[src/rtl/core/ohash_pkg.sv]
// Package for the one-at-a-time byte hash: shift constants, register
// indexes and the mix-to-finalize beat type. No dependencies.
`timescale 1ns / 1ps

package ohash_pkg;

   localparam int HASH_W  = 64;
   localparam int NARROW_W = 32;
   localparam int BYTE_W  = 8;

   // 32-bit scheme
   localparam int N_MIX_SHL = 10;
   localparam int N_MIX_SHR = 6;
   localparam int N_FIN_SHL_A = 3;
   localparam int N_FIN_SHR = 11;
   localparam int N_FIN_SHL_B = 15;

   // 64-bit variant
   localparam int W_MIX_SHL = 13;
   localparam int W_MIX_SHR = 3;
   localparam int W_FIN_SHL_A = 3;
   localparam int W_FIN_SHR = 23;
   localparam int W_FIN_SHL_B = 34;

   // configuration register indexes
   localparam int CSR_IDX_W = 1;
   localparam logic [CSR_IDX_W-1:0] CSR_SEED      = 1'd0;
   localparam logic [CSR_IDX_W-1:0] CSR_WIDE_MODE = 1'd1;

   // mixed hash handed to the finalizer
   typedef struct packed {
      logic              wide;
      logic [HASH_W-1:0] hash;
   } fin_beat_type;

endpackage

[src/rtl/core/ohash_mix.sv]
// Input register and running-hash state of the one-at-a-time byte hash.
// Mixes one byte per cycle, a last beat only when fin_ready; hands the mixed hash of a last beat onward.
// Depends on ohash_pkg.
`timescale 1ns / 1ps

module ohash_mix (
   input  logic                        clock,
   input  logic                        reset,
   input  logic                        req_valid,
   output logic                        req_ready,
   input  logic [ohash_pkg::BYTE_W-1:0] req_byte_value,
   input  logic                        req_byte_present,
   input  logic                        req_last_byte,
   input  logic [ohash_pkg::HASH_W-1:0] seed,
   input  logic                        wide_mode,
   output logic                        fin_valid,
   input  logic                        fin_ready,
   output ohash_pkg::fin_beat_type     fin_beat
);
   import ohash_pkg::*;

   logic              s1_valid_ff, s1_valid_in;
   logic [BYTE_W-1:0] s1_byte_ff;
   logic              s1_present_ff;
   logic              s1_last_ff;
   logic              s1_go;
   logic              s1_idle;

   logic [HASH_W-1:0] run_ff, run_in;
   logic              mid_ff, mid_in;

   logic [HASH_W-1:0]   base;
   logic [HASH_W-1:0]   w_a, w_b, w_c;
   logic [NARROW_W-1:0] n_a, n_b, n_c;
   logic [HASH_W-1:0]   mixed;

   // idle beats carry neither byte nor last: they only drain
   assign s1_idle   = !s1_present_ff && !s1_last_ff;
   assign s1_go     = s1_valid_ff && (!s1_last_ff || fin_ready);
   assign req_ready = !s1_valid_ff || s1_go;

   assign s1_valid_in = req_ready ? req_valid : s1_valid_ff;

   always_ff @(posedge clock) begin
      if (reset) begin
         s1_valid_ff <= 1'b0;
      end else begin
         s1_valid_ff <= s1_valid_in;
      end
   end

   always_ff @(posedge clock) begin
      if (req_valid && req_ready) begin
         s1_byte_ff    <= req_byte_value;
         s1_present_ff <= req_byte_present;
         s1_last_ff    <= req_last_byte;
      end
   end

   // message start loads the seed
   assign base = mid_ff ? run_ff : seed;

   always_comb begin
      w_a = base + {{(HASH_W-BYTE_W){1'b0}}, s1_byte_ff};
      w_b = w_a + (w_a << W_MIX_SHL);
      w_c = w_b + (w_b >> W_MIX_SHR);
      n_a = base[NARROW_W-1:0] + {{(NARROW_W-BYTE_W){1'b0}}, s1_byte_ff};
      n_b = n_a + (n_a << N_MIX_SHL);
      n_c = n_b + (n_b >> N_MIX_SHR);
      if (wide_mode) begin
         mixed = s1_present_ff ? w_c : base;
      end else begin
         mixed = {{(HASH_W-NARROW_W){1'b0}},
                  (s1_present_ff ? n_c : base[NARROW_W-1:0])};
      end
   end

   always_comb begin
      run_in = run_ff;
      mid_in = mid_ff;
      if (s1_go && !s1_idle) begin
         run_in = mixed;
         mid_in = !s1_last_ff;
      end
   end

   always_ff @(posedge clock) begin
      if (reset) begin
         run_ff <= '0;
         mid_ff <= 1'b0;
      end else begin
         run_ff <= run_in;
         mid_ff <= mid_in;
      end
   end

   assign fin_valid     = s1_valid_ff && s1_last_ff;
   assign fin_beat.wide = wide_mode;
   assign fin_beat.hash = mixed;

   a_idle_keeps_state: assert property (@(posedge clock) disable iff (reset)
      s1_go && s1_idle |=> $stable(run_ff) && $stable(mid_ff))
      else $error("idle beat changed hash state");

   a_last_ends_msg: assert property (@(posedge clock) disable iff (reset)
      s1_go && s1_last_ff |=> !mid_ff)
      else $error("message still open after last beat");

   a_narrow_upper_clear: assert property (@(posedge clock) disable iff (reset)
      s1_go && !s1_idle && !wide_mode |=> run_ff[HASH_W-1:NARROW_W] == '0)
      else $error("32-bit beat left upper hash bits set");

endmodule

[src/rtl/core/ohash_fin.sv]
// Finalize stage of the one-at-a-time byte hash: holding register for the
// mixed hash, finalize shifts and the result register. Depends on ohash_pkg.
`timescale 1ns / 1ps

module ohash_fin (
   input  logic                         clock,
   input  logic                         reset,
   input  logic                         fin_valid,
   output logic                         fin_ready,
   input  ohash_pkg::fin_beat_type      fin_beat,
   output logic                         rsp_valid,
   input  logic                         rsp_ready,
   output logic [ohash_pkg::HASH_W-1:0] rsp_hash_value
);
   import ohash_pkg::*;

   logic         s2_valid_ff, s2_valid_in;
   fin_beat_type s2_beat_ff;
   logic         s2_go;

   logic              s3_valid_ff, s3_valid_in;
   logic [HASH_W-1:0] s3_hash_ff;
   logic              s3_wide_ff;
   logic              s3_ready;

   logic [HASH_W-1:0]   w_a, w_b, w_c;
   logic [NARROW_W-1:0] n_a, n_b, n_c;
   logic [HASH_W-1:0]   final_hash;

   assign s3_ready  = !s3_valid_ff || rsp_ready;
   assign s2_go     = s2_valid_ff && s3_ready;
   assign fin_ready = !s2_valid_ff || s3_ready;

   assign s2_valid_in = fin_ready ? fin_valid : s2_valid_ff;
   assign s3_valid_in = s3_ready ? s2_valid_ff : s3_valid_ff;

   always_ff @(posedge clock) begin
      if (reset) begin
         s2_valid_ff <= 1'b0;
         s3_valid_ff <= 1'b0;
      end else begin
         s2_valid_ff <= s2_valid_in;
         s3_valid_ff <= s3_valid_in;
      end
   end

   always_ff @(posedge clock) begin
      if (fin_valid && fin_ready) begin
         s2_beat_ff <= fin_beat;
      end
   end

   always_comb begin
      w_a = s2_beat_ff.hash + (s2_beat_ff.hash << W_FIN_SHL_A);
      w_b = w_a ^ (w_a >> W_FIN_SHR);
      w_c = w_b + (w_b << W_FIN_SHL_B);
      n_a = s2_beat_ff.hash[NARROW_W-1:0] + (s2_beat_ff.hash[NARROW_W-1:0] << N_FIN_SHL_A);
      n_b = n_a ^ (n_a >> N_FIN_SHR);
      n_c = n_b + (n_b << N_FIN_SHL_B);
      final_hash = s2_beat_ff.wide ? w_c : {{(HASH_W-NARROW_W){1'b0}}, n_c};
   end

   always_ff @(posedge clock) begin
      if (s2_go) begin
         s3_hash_ff <= final_hash;
         s3_wide_ff <= s2_beat_ff.wide;
      end
   end

   assign rsp_valid      = s3_valid_ff;
   assign rsp_hash_value = s3_hash_ff;

   a_narrow_zero_ext: assert property (@(posedge clock) disable iff (reset)
      rsp_valid && !s3_wide_ff |-> rsp_hash_value[HASH_W-1:NARROW_W] == '0)
      else $error("32-bit result not zero-extended");

   a_rsp_held: assert property (@(posedge clock) disable iff (reset)
      rsp_valid && !rsp_ready |=> rsp_valid && $stable(rsp_hash_value))
      else $error("result dropped or changed while stalled");

   a_s2_held: assert property (@(posedge clock) disable iff (reset)
      s2_valid_ff && !s3_ready |=> s2_valid_ff && $stable(s2_beat_ff))
      else $error("finalize holding register lost its beat");

endmodule

[src/rtl/core/one_at_a_time_byte_hash.sv]
// Top level of the one-at-a-time byte hash: configuration registers and
// the mix and finalize stages. Depends on ohash_pkg, ohash_mix, ohash_fin.
//
//   port group  dir  handshake            payload
//   req_*       in   req_valid/req_ready  byte_value, byte_present, last_byte
//   rsp_*       out  rsp_valid/rsp_ready  hash_value
//   csr_*       in   csr_write_en         csr_index, csr_wdata
//
// One beat per cycle sustained unless a last beat is held by a stalled rsp; the running-hash update feeds run_ff back.
// A last beat's hash passes the input register, the finalize holding register and
// the result register, in that order, before it is on rsp.
// Synchronous reset clears seed, mode, running hash and all valid flags.
// A stalled rsp backs up through the stages; non-last beats keep draining.
`timescale 1ns / 1ps

module one_at_a_time_byte_hash (
   input  logic                            clock,
   input  logic                            reset,
   input  logic                            req_valid,
   output logic                            req_ready,
   input  logic [ohash_pkg::BYTE_W-1:0]    req_byte_value,
   input  logic                            req_byte_present,
   input  logic                            req_last_byte,
   output logic                            rsp_valid,
   input  logic                            rsp_ready,
   output logic [ohash_pkg::HASH_W-1:0]    rsp_hash_value,
   input  logic                            csr_write_en,
   input  logic [ohash_pkg::CSR_IDX_W-1:0] csr_index,
   input  logic [ohash_pkg::HASH_W-1:0]    csr_wdata
);
   import ohash_pkg::*;

   logic [HASH_W-1:0] seed_ff, seed_in;
   logic              wide_mode_ff, wide_mode_in;

   logic         fin_valid;
   logic         fin_ready;
   fin_beat_type fin_beat;

   always_comb begin
      seed_in      = seed_ff;
      wide_mode_in = wide_mode_ff;
      if (csr_write_en) begin
         case (csr_index)
            CSR_SEED:      seed_in = csr_wdata;
            CSR_WIDE_MODE: wide_mode_in = csr_wdata[0];
            default: ;
         endcase
      end
   end

   always_ff @(posedge clock) begin
      if (reset) begin
         seed_ff      <= '0;
         wide_mode_ff <= 1'b0;
      end else begin
         seed_ff      <= seed_in;
         wide_mode_ff <= wide_mode_in;
      end
   end

   ohash_mix u_mix (
      .clock            (clock),
      .reset            (reset),
      .req_valid        (req_valid),
      .req_ready        (req_ready),
      .req_byte_value   (req_byte_value),
      .req_byte_present (req_byte_present),
      .req_last_byte    (req_last_byte),
      .seed             (seed_ff),
      .wide_mode        (wide_mode_ff),
      .fin_valid        (fin_valid),
      .fin_ready        (fin_ready),
      .fin_beat         (fin_beat)
   );

   ohash_fin u_fin (
      .clock          (clock),
      .reset          (reset),
      .fin_valid      (fin_valid),
      .fin_ready      (fin_ready),
      .fin_beat       (fin_beat),
      .rsp_valid      (rsp_valid),
      .rsp_ready      (rsp_ready),
      .rsp_hash_value (rsp_hash_value)
   );

endmodule

[config.mk]
export PLATFORM = sky130hd
export DESIGN_NAME = one_at_a_time_byte_hash
export DESIGN_NICKNAME = d
export VERILOG_FILES = /design/src/rtl/core/ohash_pkg.sv /design/src/rtl/core/ohash_mix.sv /design/src/rtl/core/ohash_fin.sv /design/src/rtl/core/one_at_a_time_byte_hash.sv
export SDC_FILE = /design/constraint.sdc
export NUM_CORES = 1
export LEC_CHECK = 0
export ABC_CLOCK_PERIOD_IN_PS = 11550
export BUFFER_PORTS_ARGS = -buffer_cell sky130_fd_sc_hd__buf_4
export CELL_PAD_IN_SITES_DETAIL_PLACEMENT = 1
export CELL_PAD_IN_SITES_GLOBAL_PLACEMENT = 1
export CORE_ASPECT_RATIO = 0.5
export CORE_UTILIZATION = 45
export CTS_BUF_LIST = sky130_fd_sc_hd__clkbuf_8
export DETAILED_ROUTE_END_ITERATION = 16
export GPL_TIMING_DRIVEN = 0
export PLACE_DENSITY_LB_ADDON = 0.1
export SYNTH_ARGS = -nofsm -noshare
export SYNTH_HDL_FRONTEND = slang
export SYNTH_SLANG_ARGS = --single-unit
[constraint.sdc]
create_clock -name clock -period 11.55 [get_ports clock]
set_clock_uncertainty 0.2 [all_clocks]
set_input_delay 1.155 -clock clock [delete_from_list [all_inputs] [get_ports clock]]
set_output_delay 1.155 -clock clock [all_outputs]
set_load 0.1 [all_outputs]
==> impl_metrics.json, run 1 <==
{
  "status": "complete, but fails checks",
  "violations": "capacitance limit",
  "cts_root_buf": "clkbuf_8",
  "reg2reg_to": "u_fin.s2_beat_ff[58]",
  "synth_flop_cell": "edfxtp_1",
  "wl_per_cell_um": 24.7,
  "whs_endpoint": "u_mix.run_ff[4]",
  "grt_pass1_wl_mm": 155,
  "whs_ns": 0.261,
  "p_total_uw": 4570,
  "drt-vias-per-instance": 6.14,
  "hold_path_class": "flip-flop to flip-flop",
  "report.final.slew_viol_count": 0,
  "crit_arrival_ns": 11.26,
  "fin_area_um2": 29800,
  "grt-ovfl-total": 0,
  "cts_tree": "done",
  "die_y_um": 173,
  "placed_cell_area_um2": 28500,
  "drtAntennaViolNets": 0,
  "cts_inserted_buffers": 45,
  "hold_violations": 0,
  "syn-instance-count": 3209,
  "rrSetupSlack_ns": 0.40,
  "io_pins": 146,
  "synth_edf_count": 139,
  "p_sw_uw": 2100,
  "drt_iter0_drc": 2449,
  "yosysWarningCount": 0,
  "clk_pin_slew_ns": 0.07,
  "clk_path_buf_depth": 3,
  "dp_hpwl_mm": 85.3,
  "p_clk_share_pct": 19.0,
  "fin_crit_sh_pct": 96.5,
  "cap_violations": 1,
  "p_leak_uw": 0.0128,
  "dp.cells": 4124,
  "cpMostUsedCell": "buf_6",
  "stdcell_count": 4219,
  "ir_drop_mv": 0.0969,
  "powerDensity_nw_per_um2": 153,
  "syn_avg_cell_area_um2": 8.23,
  "route.vias.total": 25900,
  "syn_area_um2": 26400,
  "drc": 0,
  "tightest_slew_ns": 1.47,
  "wl_mm": 104,
  "layout_min_cycle_time_ns": 11.15,
  "start_util_pct": 45.8,
  "clock_sinks": 272,
  "worstHoldStart": "u_mix.run_ff[4]",
  "seq_area_frac_synth_pct": 25.9,
  "crit_required_ns": 11.66,
  "power.internal_uw": 2460,
  "die_w_um": 345,
  "hold-path-cell-count": 2,
  "antenna_found_initial": 15,
  "synthToLayoutAreaGrowth_pct": 12.8,
  "pwr-share-comb_pct": 55.7,
  "first_global_vias": 25500,
  "slowest_stage": "xor2_1",
  "p_sw_share_pct": 46.0,
  "slew_headroom_pct": 1.33,
  "critPathMaxStageDelay_ns": 0.56,
  "port_buffers": 145,
  "ys_ff_latch": 272,
  "finalNetCount": 3769,
  "worstRegToRegCells": 41,
  "htree_levels": 2,
  "die_area_um2": 59700,
  "drive_above_1_share_pct": 10.7,
  "ys_async_sr_fraction_pct": 0,
  "clock_latency_ns": 0.60,
  "first_pass_iters": 6,
  "sequentialPowerShare_pct": 25.3,
  "setup_violations": 0,
  "grt_max_degree": 40,
  "cp_top_family": "compound AO/OA/AOI/OAI gates",
  "gp_congestion": 0.975,
  "path_class": "flip-flop to flip-flop",
  "ctsHoldBuffers": 0,
  "nFillCells": 7054,
  "core-area_um2": 57600,
  "core.rowCount": 62,
  "max_freq_ghz": 0.0897,
  "cp-start-kind": "flip-flop",
  "grt.total_usage_pct": 34.0,
  "rsz0062_at_grt": "false",
  "syn_nets": 3566,
  "cp-end-kind": "flip-flop",
  "r2r-start": "u_mix.mid_ff",
  "critical_path_buf_inv_count": 9,
  "synth_cell_types": 107,
  "tns_ns": 0,
  "crit_cells": 41,
  "path_max_fanout": 19
}
==> cells in the final DEF, fill, tap and decap left out, types with 13 or more instances in the layout <==
| master | netlist | layout |
|---|---|---|
| buf_1 | 19 | 16 |
| o21bai_1 | 39 | 39 |
| clkbuf_8 | 0 | 56 |
| nor2b_1 | 44 | 43 |
| a21o_1 | 142 | 142 |
| a31oi_1 | 31 | 29 |
| dfxtp_1 | 133 | 133 |
| o31ai_1 | 19 | 17 |
| mux2i_1 | 42 | 41 |
| nand3_1 | 61 | 60 |
| a21oi_1 | 369 | 367 |
| nor3_1 | 52 | 50 |
| inv_1 | 81 | 90 |
| nand2b_1 | 48 | 48 |
| o211ai_1 | 17 | 17 |
| xnor2_1 | 216 | 205 |
| and2_1 | 17 | 17 |
| a211oi_1 | 34 | 33 |
| nand4_1 | 28 | 28 |
| nor2_1 | 279 | 277 |
| or2_2 | 18 | 18 |
| or3_1 | 20 | 20 |
| buf_4 | 2 | 159 |
| a21boi_0 | 13 | 13 |
| o21a_1 | 44 | 44 |
| ha_1 | 269 | 269 |
| nand2_1 | 406 | 406 |
| xor2_1 | 139 | 135 |
| clkbuf_1 | 72 | 70 |
| o21ai_0 | 154 | 150 |
| and3_1 | 26 | 26 |
| mux2_2 | 35 | 35 |
| edfxtp_1 | 139 | 139 |
==> layout make-up <==
class | instances | area [um2] | share of cell area, %
Multi-Input combinational cell | 2756 | 19100 | 64.2
Sequential cell | 272 | 6840 | 23.0
Timing Repair Buffer | 159 | 1220 | 4.09
Tap cell | 768 | 961 | 3.23
Clock buffer | 56 | 771 | 2.59
Buffer | 97 | 429 | 1.44
Inverter | 81 | 304 | 1.02
Clock inverter | 25 | 126 | 0.424
Antenna cell | 5 | 12.5 | 0.0420
==> stage by stage <==
stage	worst slack, ns	utilization [%]
final	0.401	51.7
after CTS	0.0213	51.4
after global placement	-2.45	49.4
after detailed placement	-2.51	49.5
after global routing	0.00242	51.7
after floorplan	1.63	-
==> state kept, by name (all words and copies together) (netlist names), 8 cells and up <==
register              flops
seed_ff                  64
u_fin.rsp_hash_value     64
u_fin.s2_beat_ff         65
u_mix.run_ff             64
u_mix.s1_byte_ff          8
==> routing by layer <==
layer,global-route usage (%),share of wire (%)
met4,9.27,2.9
met1,47.0,46
met5,0,0.082
met3,5.43,6.4
met2,54.7,45
==> what timing repair did <==
action	in CTS	in global routing
gates resized for setup	37	18
setup buffers	6	6
endpoints found under the setup margin	92	47
pin swaps	4	3
==> logic make-up (layout without fill, tap and decap cells) <==
kind of cell,after synthesis,after routing,share of synthesized area [%]
multiplexers,77,77,3.09
other,0,5,0
AO/OA/AOI/OAI,977,977,23.7
flip-flops,272,272,25.9
AND/OR/NAND/NOR,1062,1062,19.0
adder cells (fa/ha/maj),278,278,13.4
buffers and inverters,181,418,2.74
XOR/XNOR,362,362,12.3
==> tightest hold or removal path, delay by kind of cell, from the launching register on <==
kind               cells  cell delay (ns)
AOI/OAI and AO/OA      1             0.05
and+or+nand+nor        1             0.05
DFF                    1             0.31
==> power by group through the flow <==
stage / Sequential (uW) / Combinational, uW / Clock, uW
floorplan: 1250 / 1650 / 0
global placement: 1170 / 2400 / 0
detailed placement: 1170 / 2460 / 0
CTS: 1150 / 2480 / 873
global route: 1160 / 2730 / 919
finish: 1150 / 2540 / 868
==> how the worst max path moves through the flow <==
stage / startpoint / end
2_1_floorplan: u_mix.mid_ff / u_fin.s2_beat_ff[62]
3_3_place_gp: u_mix.mid_ff / u_fin.s2_beat_ff[63]
3_5_place_dp: u_mix.mid_ff / u_fin.s2_beat_ff[63]
4_1_cts: u_mix.mid_ff / u_fin.s2_beat_ff[63]
5_1_grt: u_mix.mid_ff / u_fin.s2_beat_ff[63]
6_report: u_mix.mid_ff / u_fin.s2_beat_ff[58]
==> Yosys cell counts (all sizes together) (12+ instances only) <==
master / count / area share [%]
a211o: 12 / 0.40
a211oi: 34 / 0.97
a21boi: 13 / 0.37
a21o: 142 / 4.0
a21oi: 370 / 7.0
a31oi: 31 / 0.73
and2: 17 / 0.40
and3: 26 / 0.62
buf: 28 / 0.57
clkbuf: 72 / 1.0
dfxtp: 133 / 10
edfxtp: 139 / 16
ha: 269 / 13
inv: 81 / 1.2
mux2: 35 / 1.5
mux2i: 42 / 1.6
nand2: 407 / 5.8
nand2b: 48 / 1.1
nand3: 62 / 1.2
nand3b: 12 / 0.39
nand4: 31 / 0.87
nor2: 279 / 4.0
nor2b: 44 / 1.0
nor3: 54 / 1.1
o211ai: 19 / 0.58
o21a: 44 / 1.3
o21ai: 157 / 3.0
o21bai: 39 / 1.1
o31ai: 20 / 0.62
or2: 19 / 0.46
or3: 20 / 0.47
xnor2: 217 / 7.2
xor2: 143 / 4.9
Power figures use the tool's default switching activity.
==> inputs of run 2 (changes only) <==
MAX_ROUTING_LAYER = met4   (was not set)
==> impl_metrics.json, run 2 (same netlist as run 1, synthesis figures left out) <==
{
  "status": "completed",
  "drive_above_1_share_pct": 10.4,
  "slew_headroom_pct": 6.08,
  "cap_violations": 0,
  "tns_ns": 0,
  "die_area_um2": 59700,
  "hold_violations": 0,
  "start_util_pct": 45.8,
  "htree_levels": 2,
  "slowest_stage": "xor2_1",
  "die_w_um": 345,
  "wl_per_cell_um": 24.7,
  "fin_area_um2": 29700,
  "route.vias.total": 25600,
  "report.final.slew_viol_count": 0,
  "worstHoldStart": "u_mix.run_ff[2]",
  "cp-start-kind": "flip-flop",
  "die_y_um": 173,
  "crit_arrival_ns": 11.14,
  "whs_endpoint": "u_mix.run_ff[2]",
  "cts_inserted_buffers": 44,
  "finalNetCount": 3764,
  "whs_ns": 0.255,
  "rrSetupSlack_ns": 0.47,
  "clk_pin_slew_ns": 0.07,
  "most-common-layout-cells": "406 x nand2_1, 368 x a21oi_1, 277 x nor2_1, 269 x ha_1, 207 x xnor2_1",
  "top_register": "u_fin.s2_beat_ff",
  "dp_hpwl_mm": 85.5,
  "p_leak_uw": 0.0128,
  "crit_required_ns": 11.60,
  "core.rowCount": 62,
  "critPathMaxStageDelay_ns": 0.97,
  "final_common_cell": "nand2_1",
  "reg2reg_to": "u_fin.s2_beat_ff[63]",
  "hold-path-cell-count": 2,
  "cts_tree": "done",
  "first_pass_iters": 5,
  "hold_path_class": "flip-flop to flip-flop",
  "clock_latency_ns": 0.63,
  "ir_drop_mv": 0.0907,
  "drt_iter0_drc": 2024,
  "grt_pass1_wl_mm": 154,
  "port_buffers": 145,
  "drt-vias-per-instance": 6.08,
  "drtAntennaViolNets": 0,
  "finish.utilization_pct": 51.6,
  "layout_min_cycle_time_ns": 11.08,
  "first_global_vias": 25300,
  "antenna_found_initial": 12,
  "powerDensity_nw_per_um2": 153,
  "path_class": "flip-flop to flip-flop",
  "fin_crit_sh_pct": 96.0,
  "dp.cells": 4124,
  "core-area_um2": 57600,
  "grt_max_degree": 40,
  "max_freq_ghz": 0.0902,
  "gp_congestion": 0.987,
  "r2r-start": "u_mix.mid_ff",
  "placed_cell_area_um2": 28500,
  "cp-end-kind": "flip-flop",
  "rsz0062_at_grt": "false",
  "clock_sinks": 272,
  "drc": 0,
  "path_max_fanout": 19,
  "cts_root_buf": "clkbuf_8",
  "wl_mm": 104,
  "grt.total_usage_pct": 35.0,
  "stdcell_count": 4209,
  "largest_reg_flops": 65,
  "synthToLayoutAreaGrowth_pct": 12.6,
  "grt-ovfl-total": 0,
  "io_pins": 146,
  "clk_path_buf_depth": 3,
  "tightest_slew_ns": 1.40,
  "setup_violations": 0,
  "worstRegToRegCells": 40
}
==> run 2: worst max path at each step <==
stage / start / to / slack, ns / depth (start not counted)
5_1_grt: u_mix.mid_ff / u_fin.s2_beat_ff[58] / 0.04 / 39
2_1_floorplan: u_mix.mid_ff / u_fin.s2_beat_ff[62] / 1.63 / 47
3_5_place_dp: u_mix.mid_ff / u_fin.s2_beat_ff[63] / -2.49 / 42
3_3_place_gp: u_mix.mid_ff / u_fin.s2_beat_ff[63] / -2.44 / 42
4_1_cts: u_mix.mid_ff / u_fin.s2_beat_ff[58] / 0.04 / 40
6_report: u_mix.mid_ff / u_fin.s2_beat_ff[63] / 0.47 / 40
==> run 2: worst max-delay path: cells and delay by family (launching register included) <==
kind                       cells  cell delay [ns]
and+or+nand+nor                6             1.00
adders and majority gates      3             1.25
DFF                            1             0.33
AOI/OAI and AO/OA             18             3.98
xor gates and xnor gates       3             1.50
muxes                          1             0.36
buffers and inverters          9             2.04
==> run 2: repair_timing <==
action | in CTS | in global routing
endpoints found under the setup margin | 94 | 41
buffers inserted | 7 | 1
pin swaps | 5 | 2
hold buffers | 0 | 0
gates resized for setup | 38 | 15
==> run 2: routing by layer <==
metal	GRT usage (%)	up-vias	part of all wire, %
met3	4.43	153	6.2
met1	47.2	12700	46
met4	9.37	0	2.8
met2	54.9	784	45
met5	-	-	0
li1	-	12000	-
==> run 2: through the flow <==
stage               power [uW]  setup WS, ns
global placement          3580         -2.44
CTS                       4520        0.0443
floorplan                 2900          1.63
detailed placement        3640         -2.49
finish                    4560         0.467
global route              4810        0.0361
==> run 2: cell type report <==
| type | count | area (um2) |
|---|---|---|
| Inverter | 81 | 304 |
| Multi-Input combinational cell | 2756 | 19100 |
| Clock buffer | 54 | 743 |
| Buffer | 97 | 429 |
| Antenna cell | 3 | 7.51 |
| Fill cell | 7068 | 27900 |
| Sequential cell | 272 | 6840 |
| Clock inverter | 23 | 144 |
| Tap cell | 768 | 961 |
| Timing Repair Buffer | 155 | 1190 |
==> run 2: power by group <==
group	switching, uW	internal [uW]	total, uW
combinational	1620	908	2530
sequential	38.1	1120	1150
clock	429	448	877
